--- config.mk ---
export PLATFORM = sky130hd
export DESIGN_NAME = cubic_bezier_point_generator_core
export DESIGN_NICKNAME = d
export VERILOG_FILES = /design/src/design/cbpg_pkg.sv /design/src/design/cubic_bezier_point_generator_core.sv
export SDC_FILE = /design/constraint.sdc
export NUM_CORES = 2
export LEC_CHECK = 0
export ABC_AREA = 1
export BUFFER_PORTS_ARGS = -buffer_cell sky130_fd_sc_hd__buf_2
export CELL_PAD_IN_SITES_DETAIL_PLACEMENT = 0
export CELL_PAD_IN_SITES_GLOBAL_PLACEMENT = 1
export CORE_ASPECT_RATIO = 1.2
export CORE_UTILIZATION = 52
export DETAILED_ROUTE_END_ITERATION = 10
export GPL_TIMING_DRIVEN = 1
export PLACE_DENSITY_LB_ADDON = 0.08
export SLEW_MARGIN = 20
export SYNTH_ARGS = -nofsm -noshare
export SYNTH_HDL_FRONTEND = slang
export SYNTH_SLANG_ARGS = --single-unit
--- constraint.sdc ---
create_clock -name i_clk -period 13.6 [get_ports i_clk]
set_input_delay 2.72 -clock i_clk [delete_from_list [all_inputs] [get_ports i_clk]]
set_output_delay 2.72 -clock i_clk [all_outputs]
set_load 0.005 [all_outputs]
--- src/design/cbpg_pkg.sv ---
// ---------------------------------------------------------------------------
// cbpg_pkg
// shared constants for the cubic bezier point generator
// ---------------------------------------------------------------------------
package cbpg_pkg;

    // default configuration of the generator
    localparam int DEF_MAX_POINTS  = 64;
    localparam int DEF_COORD_BITS  = 10;

    // curve parameter u is q0.16
    localparam int U_FRAC          = 16;
    localparam int U_W             = U_FRAC + 1;
    localparam logic [U_W-1:0] U_ONE = U_W'(1) << U_FRAC;
    localparam logic [U_FRAC-1:0] U_STEP_RESET = 16'd3277;

    // output fixed point: 8 fraction bits out of a 2^48 scaled sum
    localparam int FRAC_OUT        = 8;
    localparam int SUM_SHIFT       = 3 * U_FRAC - FRAC_OUT;

    // point index field
    localparam int NUM_W           = 6;

endpackage

--- src/design/cubic_bezier_point_generator_core.sv ---
// ---------------------------------------------------------------------------
// cubic bezier point generator core
// emits the points of one cubic bezier curve per request item
// ---------------------------------------------------------------------------
// usage:
//   input channel  : i_valid / o_stall carries four 2-d control points; an
//                    item is taken when i_valid is high and o_stall is low
//   output channel : o_valid / i_stall carries one curve point per item:
//                    x and y in unsigned 10.8 (truncated), point index and
//                    a last flag on the final point of the curve
//   config         : i_cfg_we / i_cfg_wdata writes u_step (q0.16); the
//                    user must write it only while the block is idle,
//                    which the block itself does not enforce
// sequence: each point runs on the shared multiplier as 2 squares, 9 steps
//   per axis and 1 emit step; with the reset step a curve has 20 points
//   the block takes one request at a time; o_stall is high until the last
//   point sits in the output register
// reset: sequencer idle, output empty, u_step back to 3277
// receiver stall: the output register holds its point, computation of the
//   next point finishes and waits in the emit step until the slot frees
// ---------------------------------------------------------------------------
module cubic_bezier_point_generator_core
    import cbpg_pkg::*;
#(
    parameter int MAX_POINTS = DEF_MAX_POINTS,
    parameter int COORD_BITS = DEF_COORD_BITS
) (
    input  logic                    i_clk,
    input  logic                    i_rst_n,
    // configuration
    input  logic                    i_cfg_we,
    input  logic [U_FRAC-1:0]       i_cfg_wdata,
    // request channel
    input  logic                    i_valid,
    output logic                    o_stall,
    input  logic [COORD_BITS-1:0]   i_p0_x,
    input  logic [COORD_BITS-1:0]   i_p0_y,
    input  logic [COORD_BITS-1:0]   i_p1_x,
    input  logic [COORD_BITS-1:0]   i_p1_y,
    input  logic [COORD_BITS-1:0]   i_p2_x,
    input  logic [COORD_BITS-1:0]   i_p2_y,
    input  logic [COORD_BITS-1:0]   i_p3_x,
    input  logic [COORD_BITS-1:0]   i_p3_y,
    // point channel
    output logic                    o_valid,
    input  logic                    i_stall,
    output logic [COORD_BITS+7:0]   o_point_x,
    output logic [COORD_BITS+7:0]   o_point_y,
    output logic [NUM_W-1:0]        o_point_number,
    output logic                    o_last_point
);

    // operand widths: a*v + 3b*u stays below 2^(coord+18),
    // the full bernstein sum below 2^(coord+48)
    localparam int CW  = COORD_BITS;
    localparam int TW  = CW + 2;
    localparam int MW  = CW + 18;
    localparam int PW  = MW + U_W;
    localparam int SW  = CW + 3 * U_FRAC;
    localparam int OW  = CW + FRAC_OUT;
    localparam logic [NUM_W-1:0] LAST_IDX = NUM_W'(MAX_POINTS - 1);

    // one step per multiplier issue
    typedef enum logic [3:0] {
        ST_IDLE,
        ST_VV,      // v*v
        ST_UU,      // u*u, latch v^2
        ST_AV,      // a*v, latch u^2 on the x axis
        ST_BU,      // 3b*u, t = a*v
        ST_CV,      // 3c*v, t += 3b*u
        ST_DU,      // d*u, w = 3c*v
        ST_TL,      // t*v2 low, w += d*u
        ST_TH,      // t*v2 high, acc = t*v2 low
        ST_WL,      // w*u2 low, acc += t*v2 high << 17
        ST_WH,      // w*u2 high, acc += w*u2 low
        ST_FIN,     // acc += w*u2 high << 17
        ST_EMIT     // wait for a free output slot
    } t_state;

    t_state r_state;

    logic [U_FRAC-1:0]  r_ustep;
    logic [U_FRAC-1:0]  r_u;
    logic [NUM_W-1:0]   r_cnt;
    logic               r_axis;     // 0: x, 1: y

    // latched control points, p1 and p2 kept tripled
    logic [CW-1:0]      r_pa  [2];
    logic [TW-1:0]      r_pb3 [2];
    logic [TW-1:0]      r_pc3 [2];
    logic [CW-1:0]      r_pd  [2];

    logic [PW-1:0]      r_prod;
    logic [2*U_FRAC:0]  r_v2;
    logic [2*U_FRAC-1:0] r_u2;
    logic [MW-1:0]      r_t;
    logic [MW-1:0]      r_w;
    logic [SW-1:0]      r_acc;
    logic [OW-1:0]      r_px;

    logic               r_ovalid;
    logic [OW-1:0]      r_ox;
    logic [OW-1:0]      r_oy;
    logic [NUM_W-1:0]   r_onum;
    logic               r_olast;

    logic [U_W-1:0]     u_ext;
    logic [U_W-1:0]     v_val;
    logic [MW-1:0]      mul_a;
    logic [U_W-1:0]     mul_b;
    logic [SW-1:0]      add_base;
    logic [SW-1:0]      addend;
    logic [SW-1:0]      sum;
    logic [SW-1:0]      prod_ext;
    logic [U_W-1:0]     n_u;
    logic               pt_last;
    logic               slot_free;
    logic               in_take;

    assign u_ext     = {1'b0, r_u};
    assign v_val     = U_ONE - u_ext;
    assign prod_ext  = SW'(r_prod);
    assign n_u       = u_ext + {1'b0, r_ustep};
    assign pt_last   = n_u[U_FRAC] || (r_cnt == LAST_IDX);
    assign slot_free = !r_ovalid || !i_stall;
    assign in_take   = i_valid && (r_state == ST_IDLE);

    // operand selection for the shared multiplier and accumulator adder
    always_comb begin
        mul_a    = '0;
        mul_b    = '0;
        add_base = '0;
        addend   = prod_ext;
        unique case (r_state)
            ST_VV: begin
                mul_a = MW'(v_val);
                mul_b = v_val;
            end
            ST_UU: begin
                mul_a = MW'(u_ext);
                mul_b = u_ext;
            end
            ST_AV: begin
                mul_a = MW'(r_pa[r_axis]);
                mul_b = v_val;
            end
            ST_BU: begin
                mul_a = MW'(r_pb3[r_axis]);
                mul_b = u_ext;
            end
            ST_CV: begin
                mul_a    = MW'(r_pc3[r_axis]);
                mul_b    = v_val;
                add_base = SW'(r_t);
            end
            ST_DU: begin
                mul_a = MW'(r_pd[r_axis]);
                mul_b = u_ext;
            end
            ST_TL: begin
                mul_a    = r_t;
                mul_b    = r_v2[U_W-1:0];
                add_base = SW'(r_w);
            end
            ST_TH: begin
                mul_a = r_t;
                mul_b = U_W'(r_v2[2*U_FRAC:U_W]);
            end
            ST_WL: begin
                mul_a    = r_w;
                mul_b    = r_u2[U_W-1:0];
                add_base = r_acc;
                addend   = prod_ext << U_W;
            end
            ST_WH: begin
                mul_a    = r_w;
                mul_b    = U_W'(r_u2[2*U_FRAC-1:U_W]);
                add_base = r_acc;
            end
            ST_FIN: begin
                add_base = r_acc;
                addend   = prod_ext << U_W;
            end
            default: begin
                mul_a    = '0;
                mul_b    = '0;
                add_base = '0;
            end
        endcase
    end

    assign sum = add_base + addend;

    // datapath registers
    always_ff @(posedge i_clk) begin
        r_prod <= PW'(mul_a) * PW'(mul_b);
        if (in_take) begin
            r_pa[0]  <= i_p0_x;
            r_pa[1]  <= i_p0_y;
            r_pb3[0] <= TW'(i_p1_x) + (TW'(i_p1_x) << 1);
            r_pb3[1] <= TW'(i_p1_y) + (TW'(i_p1_y) << 1);
            r_pc3[0] <= TW'(i_p2_x) + (TW'(i_p2_x) << 1);
            r_pc3[1] <= TW'(i_p2_y) + (TW'(i_p2_y) << 1);
            r_pd[0]  <= i_p3_x;
            r_pd[1]  <= i_p3_y;
        end
        if (r_state == ST_UU) begin
            r_v2 <= r_prod[2*U_FRAC:0];
        end
        if (r_state == ST_AV && !r_axis) begin
            r_u2 <= r_prod[2*U_FRAC-1:0];
        end
        if (r_state == ST_BU) begin
            r_t <= prod_ext[MW-1:0];
        end
        if (r_state == ST_CV) begin
            r_t <= sum[MW-1:0];
        end
        if (r_state == ST_DU) begin
            r_w <= prod_ext[MW-1:0];
        end
        if (r_state == ST_TL) begin
            r_w <= sum[MW-1:0];
        end
        if (r_state == ST_TH) begin
            r_acc <= prod_ext;
        end
        if (r_state == ST_WL || r_state == ST_WH) begin
            r_acc <= sum;
        end
        if (r_state == ST_FIN) begin
            if (!r_axis) begin
                r_px <= sum[SW-1:SUM_SHIFT];
            end else begin
                r_acc <= sum;
            end
        end
    end

    // sequencer, configuration and output register
    always_ff @(posedge i_clk) begin
        if (!i_rst_n) begin
            r_state  <= ST_IDLE;
            r_ustep  <= U_STEP_RESET;
            r_u      <= '0;
            r_cnt    <= '0;
            r_axis   <= 1'b0;
            r_ovalid <= 1'b0;
        end else begin
            if (i_cfg_we) begin
                r_ustep <= i_cfg_wdata;
            end
            // in the emit step a freed slot is refilled below
            if (r_ovalid && !i_stall && r_state != ST_EMIT) begin
                r_ovalid <= 1'b0;
            end
            unique case (r_state)
                ST_IDLE: begin
                    if (i_valid) begin
                        r_u     <= '0;
                        r_cnt   <= '0;
                        r_axis  <= 1'b0;
                        r_state <= ST_VV;
                    end
                end
                ST_VV:  r_state <= ST_UU;
                ST_UU:  r_state <= ST_AV;
                ST_AV:  r_state <= ST_BU;
                ST_BU:  r_state <= ST_CV;
                ST_CV:  r_state <= ST_DU;
                ST_DU:  r_state <= ST_TL;
                ST_TL:  r_state <= ST_TH;
                ST_TH:  r_state <= ST_WL;
                ST_WL:  r_state <= ST_WH;
                ST_WH:  r_state <= ST_FIN;
                ST_FIN: begin
                    if (!r_axis) begin
                        r_axis  <= 1'b1;
                        r_state <= ST_AV;
                    end else begin
                        r_state <= ST_EMIT;
                    end
                end
                ST_EMIT: begin
                    if (slot_free) begin
                        r_ovalid <= 1'b1;
                        r_ox     <= r_px;
                        r_oy     <= r_acc[SW-1:SUM_SHIFT];
                        r_onum   <= r_cnt;
                        r_olast  <= pt_last;
                        r_axis   <= 1'b0;
                        if (pt_last) begin
                            r_state <= ST_IDLE;
                        end else begin
                            r_u     <= n_u[U_FRAC-1:0];
                            r_cnt   <= r_cnt + NUM_W'(1);
                            r_state <= ST_VV;
                        end
                    end
                end
                default: r_state <= ST_IDLE;
            endcase
        end
    end

    assign o_stall        = (r_state != ST_IDLE);
    assign o_valid        = r_ovalid;
    assign o_point_x      = r_ox;
    assign o_point_y      = r_oy;
    assign o_point_number = r_onum;
    assign o_last_point   = r_olast;

endmodule

==> key figures <==
Status
  – Run status: finished, final reports clean

Floorplan
  – Std cell rows: 112
  – Die X: 258 µm
  – Initial cell density of the core: 52.6%
  – I/O pin count: 146
  – Core Area: 0.0779 mm²
  – Chip height: 309 µm
  – Full die area: 0.0799 mm²

Global routing
  – Vias in the first global route: 35600
  – Global route overflow: 0
  – GRT Resource Usage Total: 34.2%
  – Antenna violations before repair: 1
  – Maximum number of pins on one net before global-route repair: 87
  – First-pass GRT wire length: 206000 µm

Place
  – Number of I/O port buffers: 145
  – Last weighted congestion value of the routability-driven placer: 1.00
  – Dpl hpwl: 106000 µm
  – DP Area: 0.0427 mm²

Clock tree
  – Max H-tree Level: 2
  – Post-CTS sizing: 0
  – Clock-pin slew reported for the worst setup and hold paths after clock tree synthesis: 0.06 ns
  – Maximum number of buffers from clock root to sink: 3
  – Clock latency at the later pin of the worst-skew pair: 0.62 ns
  – Root buffer cell: sky130_fd_sc_hd__clkbuf_16
  – CTS tree: done
  – Clock Sink Count: 418
  – Count of hold buffers inserted by post-cts repair: 0
  – Clock buffer count from CTS: 46
  – Buffers inserted during post-CTS setup optimization: 0

STA
  – Final clock period utilization by the worst path: 65.4%
  – Tightest Pin Transition: 1.09 ns
  – Maximum achievable frequency: 112 MHz
  – Number of hold violations in the final report: 0
  – Worst slew margin relative to its limit: 27.0%
  – Setup repair after global routing missed its margin: false
  – Final max-slew violation count: 0
  – Min cycle time layout: 8.89 ns
  – Setup-failing EPs final: 0
  – Clock tree skew after final layout: 0.0519 ns
  – Final sum of negative setup slack: 0 ns

Synthesis
  – Cell Area, Synth: 0.0410 mm²
  – Unique masters post-synth: 58
  – Sequential element share of the synthesized area: 27.0%
  – Flip-flop and latch count after synthesis: 418
  – Synthesized instance count: 5408
  – Post-synth EDFFs: 270
  – Fraction of synthesis flops using an asynchronous set or reset pin: 0%
  – Net Count, Synth: 6142
  – Primary FF master, synth: sky130_fd_sc_hd__edfxtp_1
  – Synthesized area divided by synthesized cell count: 7.58 µm²
  – Count of warnings emitted by yosys: 0

Route
  – Number of DRC markers in iteration 0: 2958
  – Total wirelength of the detailed-routed design: 135000 µm
  – Antenna violation net count after detailed routing: 0
  – Initial DRT Pass Iterations: 6
  – Residual DRC count: 0
  – Per-cell routed wire length: 20.6 µm
  – DR vias: 35400
  – Average via count per standard cell: 5.39

Power and ir drop
  – PD cells: 81.5 mW/mm²
  – Largest voltage drop on the vdd net: 0.0000807 V
  – Leakage power figure: 0.0220 µW

Worst setup path
  – Nature of the critical path startpoint: register
  – Crit. path cell count: 30
  – Cell at the slowest stage of the critical path: sky130_fd_sc_hd__nand2_1
  – Worst Path Class, Setup: register to register
  – Maximum fanout along the worst path: 69
  – Number of cells traversed by the worst register-to-register path: 30
  – Crit path buf inv count: 9
  – Required @ worst endpoint: 14.07 ns
  – Critical path arrival: 9.36 ns
  – Critical path endpoint category: register
  – Crit path largest cell delay: 0.68 ns
  – Family of cells with the greatest summed delay on the critical path: adder cells

Final layout
  – Multi-input gate area in the final layout: 0.0248 mm²
  – Top library cells by usage in the layout, fill and taps aside: sky130_fd_sc_hd__nand2_1 (1592), sky130_fd_sc_hd__inv_1 (1167), sky130_fd_sc_hd__fa_1 (395)
  – Antenna cells: 0
  – Sequential Area: 0.0111 mm²
  – # fillers: 7626
  – Layout overhead on the synthesized area: 8.12%
  – Count of nets after finishing: 6235
  – Share of post-route cells with drive strength above 1: 6.59%
  – Most common cell after layout, fill and taps aside: sky130_fd_sc_hd__nand2_1
  – Fin area: 0.0443 mm²

Hold path
  – Type of the worst min-delay path: register to register
  – Hold Crit Depth: 0

Job
  – Total of max-cap violations: 0
-- registers in the layout, indices dropped and copies added (netlist names), 16 cells and up, named ones only --
name and flops:
o_point_x 18, o_point_y 18, r_acc 58, r_pa 20, r_pb3 24, r_pc3 24, r_pd 20, r_prod 45
r_px 18, r_t 28, r_u 16, r_u2 32, r_ustep 16, r_v2 33, r_w 28
-- per-stage QoR --
step / utilization [%] / total power [µW] / setup WS, ns / std cells / hold slack (ns)
2_1_floorplan: - / 2060 / 6.29 / 5408 / 0.400
3_3_place_gp: 54.8 / 2280 / 4.88 / 6479 / 0.403
3_5_place_dp: 54.8 / 2290 / 4.87 / 6479 / 0.405
4_1_cts: 56.8 / 3620 / 4.80 / 6565 / 0.419
5_1_grt: 56.9 / 3740 / 4.13 / 6565 / 0.435
6_report: 56.9 / 3610 / 4.71 / 6565 / 0.420
-- cells in the mapped netlist, types with 7 or more instances --
master / number / area [µm²]
sky130_fd_sc_hd__nand2_1: 1594 / 5980
sky130_fd_sc_hd__inv_1: 1167 / 4380
sky130_fd_sc_hd__fa_1: 395 / 7910
sky130_fd_sc_hd__nor2_1: 394 / 1480
sky130_fd_sc_hd__edfxtp_1: 270 / 8110
sky130_fd_sc_hd__ha_1: 238 / 2980
sky130_fd_sc_hd__a21oi_1: 207 / 1040
sky130_fd_sc_hd__o21ai_0: 204 / 1020
sky130_fd_sc_hd__nand3_1: 198 / 991
sky130_fd_sc_hd__dfxtp_1: 148 / 2960
sky130_fd_sc_hd__buf_2: 82 / 410
sky130_fd_sc_hd__xor2_1: 71 / 622
sky130_fd_sc_hd__clkbuf_1: 53 / 199
sky130_fd_sc_hd__xnor2_1: 37 / 324
sky130_fd_sc_hd__nand4_1: 31 / 194
sky130_fd_sc_hd__nor3_1: 27 / 135
sky130_fd_sc_hd__o211ai_1: 26 / 195
sky130_fd_sc_hd__inv_2: 20 / 75.1
sky130_fd_sc_hd__o221ai_1: 18 / 158
sky130_fd_sc_hd__a22o_1: 15 / 131
sky130_fd_sc_hd__and2_1: 15 / 93.8
sky130_fd_sc_hd__nand2_2: 14 / 87.6
sky130_fd_sc_hd__nand3b_1: 14 / 105
sky130_fd_sc_hd__nor4_1: 13 / 81.3
sky130_fd_sc_hd__a21o_1: 12 / 90.1
sky130_fd_sc_hd__o22ai_1: 12 / 75.1
sky130_fd_sc_hd__o21bai_1: 11 / 82.6
sky130_fd_sc_hd__a31oi_1: 8 / 50.1
sky130_fd_sc_hd__o22ai_2: 8 / 100
sky130_fd_sc_hd__or2_2: 8 / 50.1
sky130_fd_sc_hd__a221oi_1: 7 / 61.3
sky130_fd_sc_hd__and3_1: 7 / 43.8
sky130_fd_sc_hd__o2111ai_1: 7 / 61.3
-- worst paths after layout --
kind	start	end	slack [ns]
max	r_state[3]	r_prod[35]	4.71
min reg2reg	r_px[15]	o_point_x[15]	0.42
max reg2reg	r_state[3]	r_prod[35]	4.71
min	r_px[15]	o_point_x[15]	0.42
-- worst reg2reg max path: cells and delay by family, from the launching register on --
| family | cells | cell delay, ns |
|---|---|---|
| and+or+nand+nor | 9 | 2.11 |
| buffers and inverters | 9 | 1.92 |
| adders and majority gates | 7 | 3.36 |
| xor gates and xnor gates | 1 | 0.14 |
| AOI/OAI and AO/OA | 4 | 0.81 |
| DFF | 1 | 0.42 |
-- cell families (layout without fill, tap and decap cells) --
| family | count (synthesis) | after routing | share of synthesized area, % |
|---|---|---|---|
| xor+xnor | 108 | 108 | 2.31 |
| buf+inv | 1337 | 1468 | 12.6 |
| fa+ha+maj | 633 | 633 | 26.6 |
| compound gates | 576 | 576 | 8.42 |
| simple gates | 2336 | 2336 | 23.1 |
| flops | 418 | 418 | 27.0 |
-- report_power, final --
part	switching [µW]	leakage [µW]	internal, µW
combinational	488	0.0175	160
sequential	70.8	0.00372	1560
clock	577	0.000766	756
-- layer usage --
| layer | up-vias | track usage (%) | routed length [µm] | share of wire, % |
|---|---|---|---|---|
| met1 | 17000 | 44.2 | 55100 | 41 |
| met4 | 0 | 12.7 | 5620 | 4.2 |
| met3 | 287 | 3.63 | 8820 | 6.5 |
| met2 | 1254 | 59.0 | 65400 | 48 |
| met5 | - | 0 | 0 | 0 |
| li1 | 16800 | - | - | - |
-- area by class of cell --
class | count | area share (%)
clock buffers | 54 | 2.76
clock inverters | 32 | 0.867
well taps | 1026 | 2.90
multi-input cells | 3653 | 56.0
inverters | 1191 | 10.1
repair buffers | 191 | 2.42
flip-flops and latches | 418 | 25.0
(Power assumes the default switching activity.)
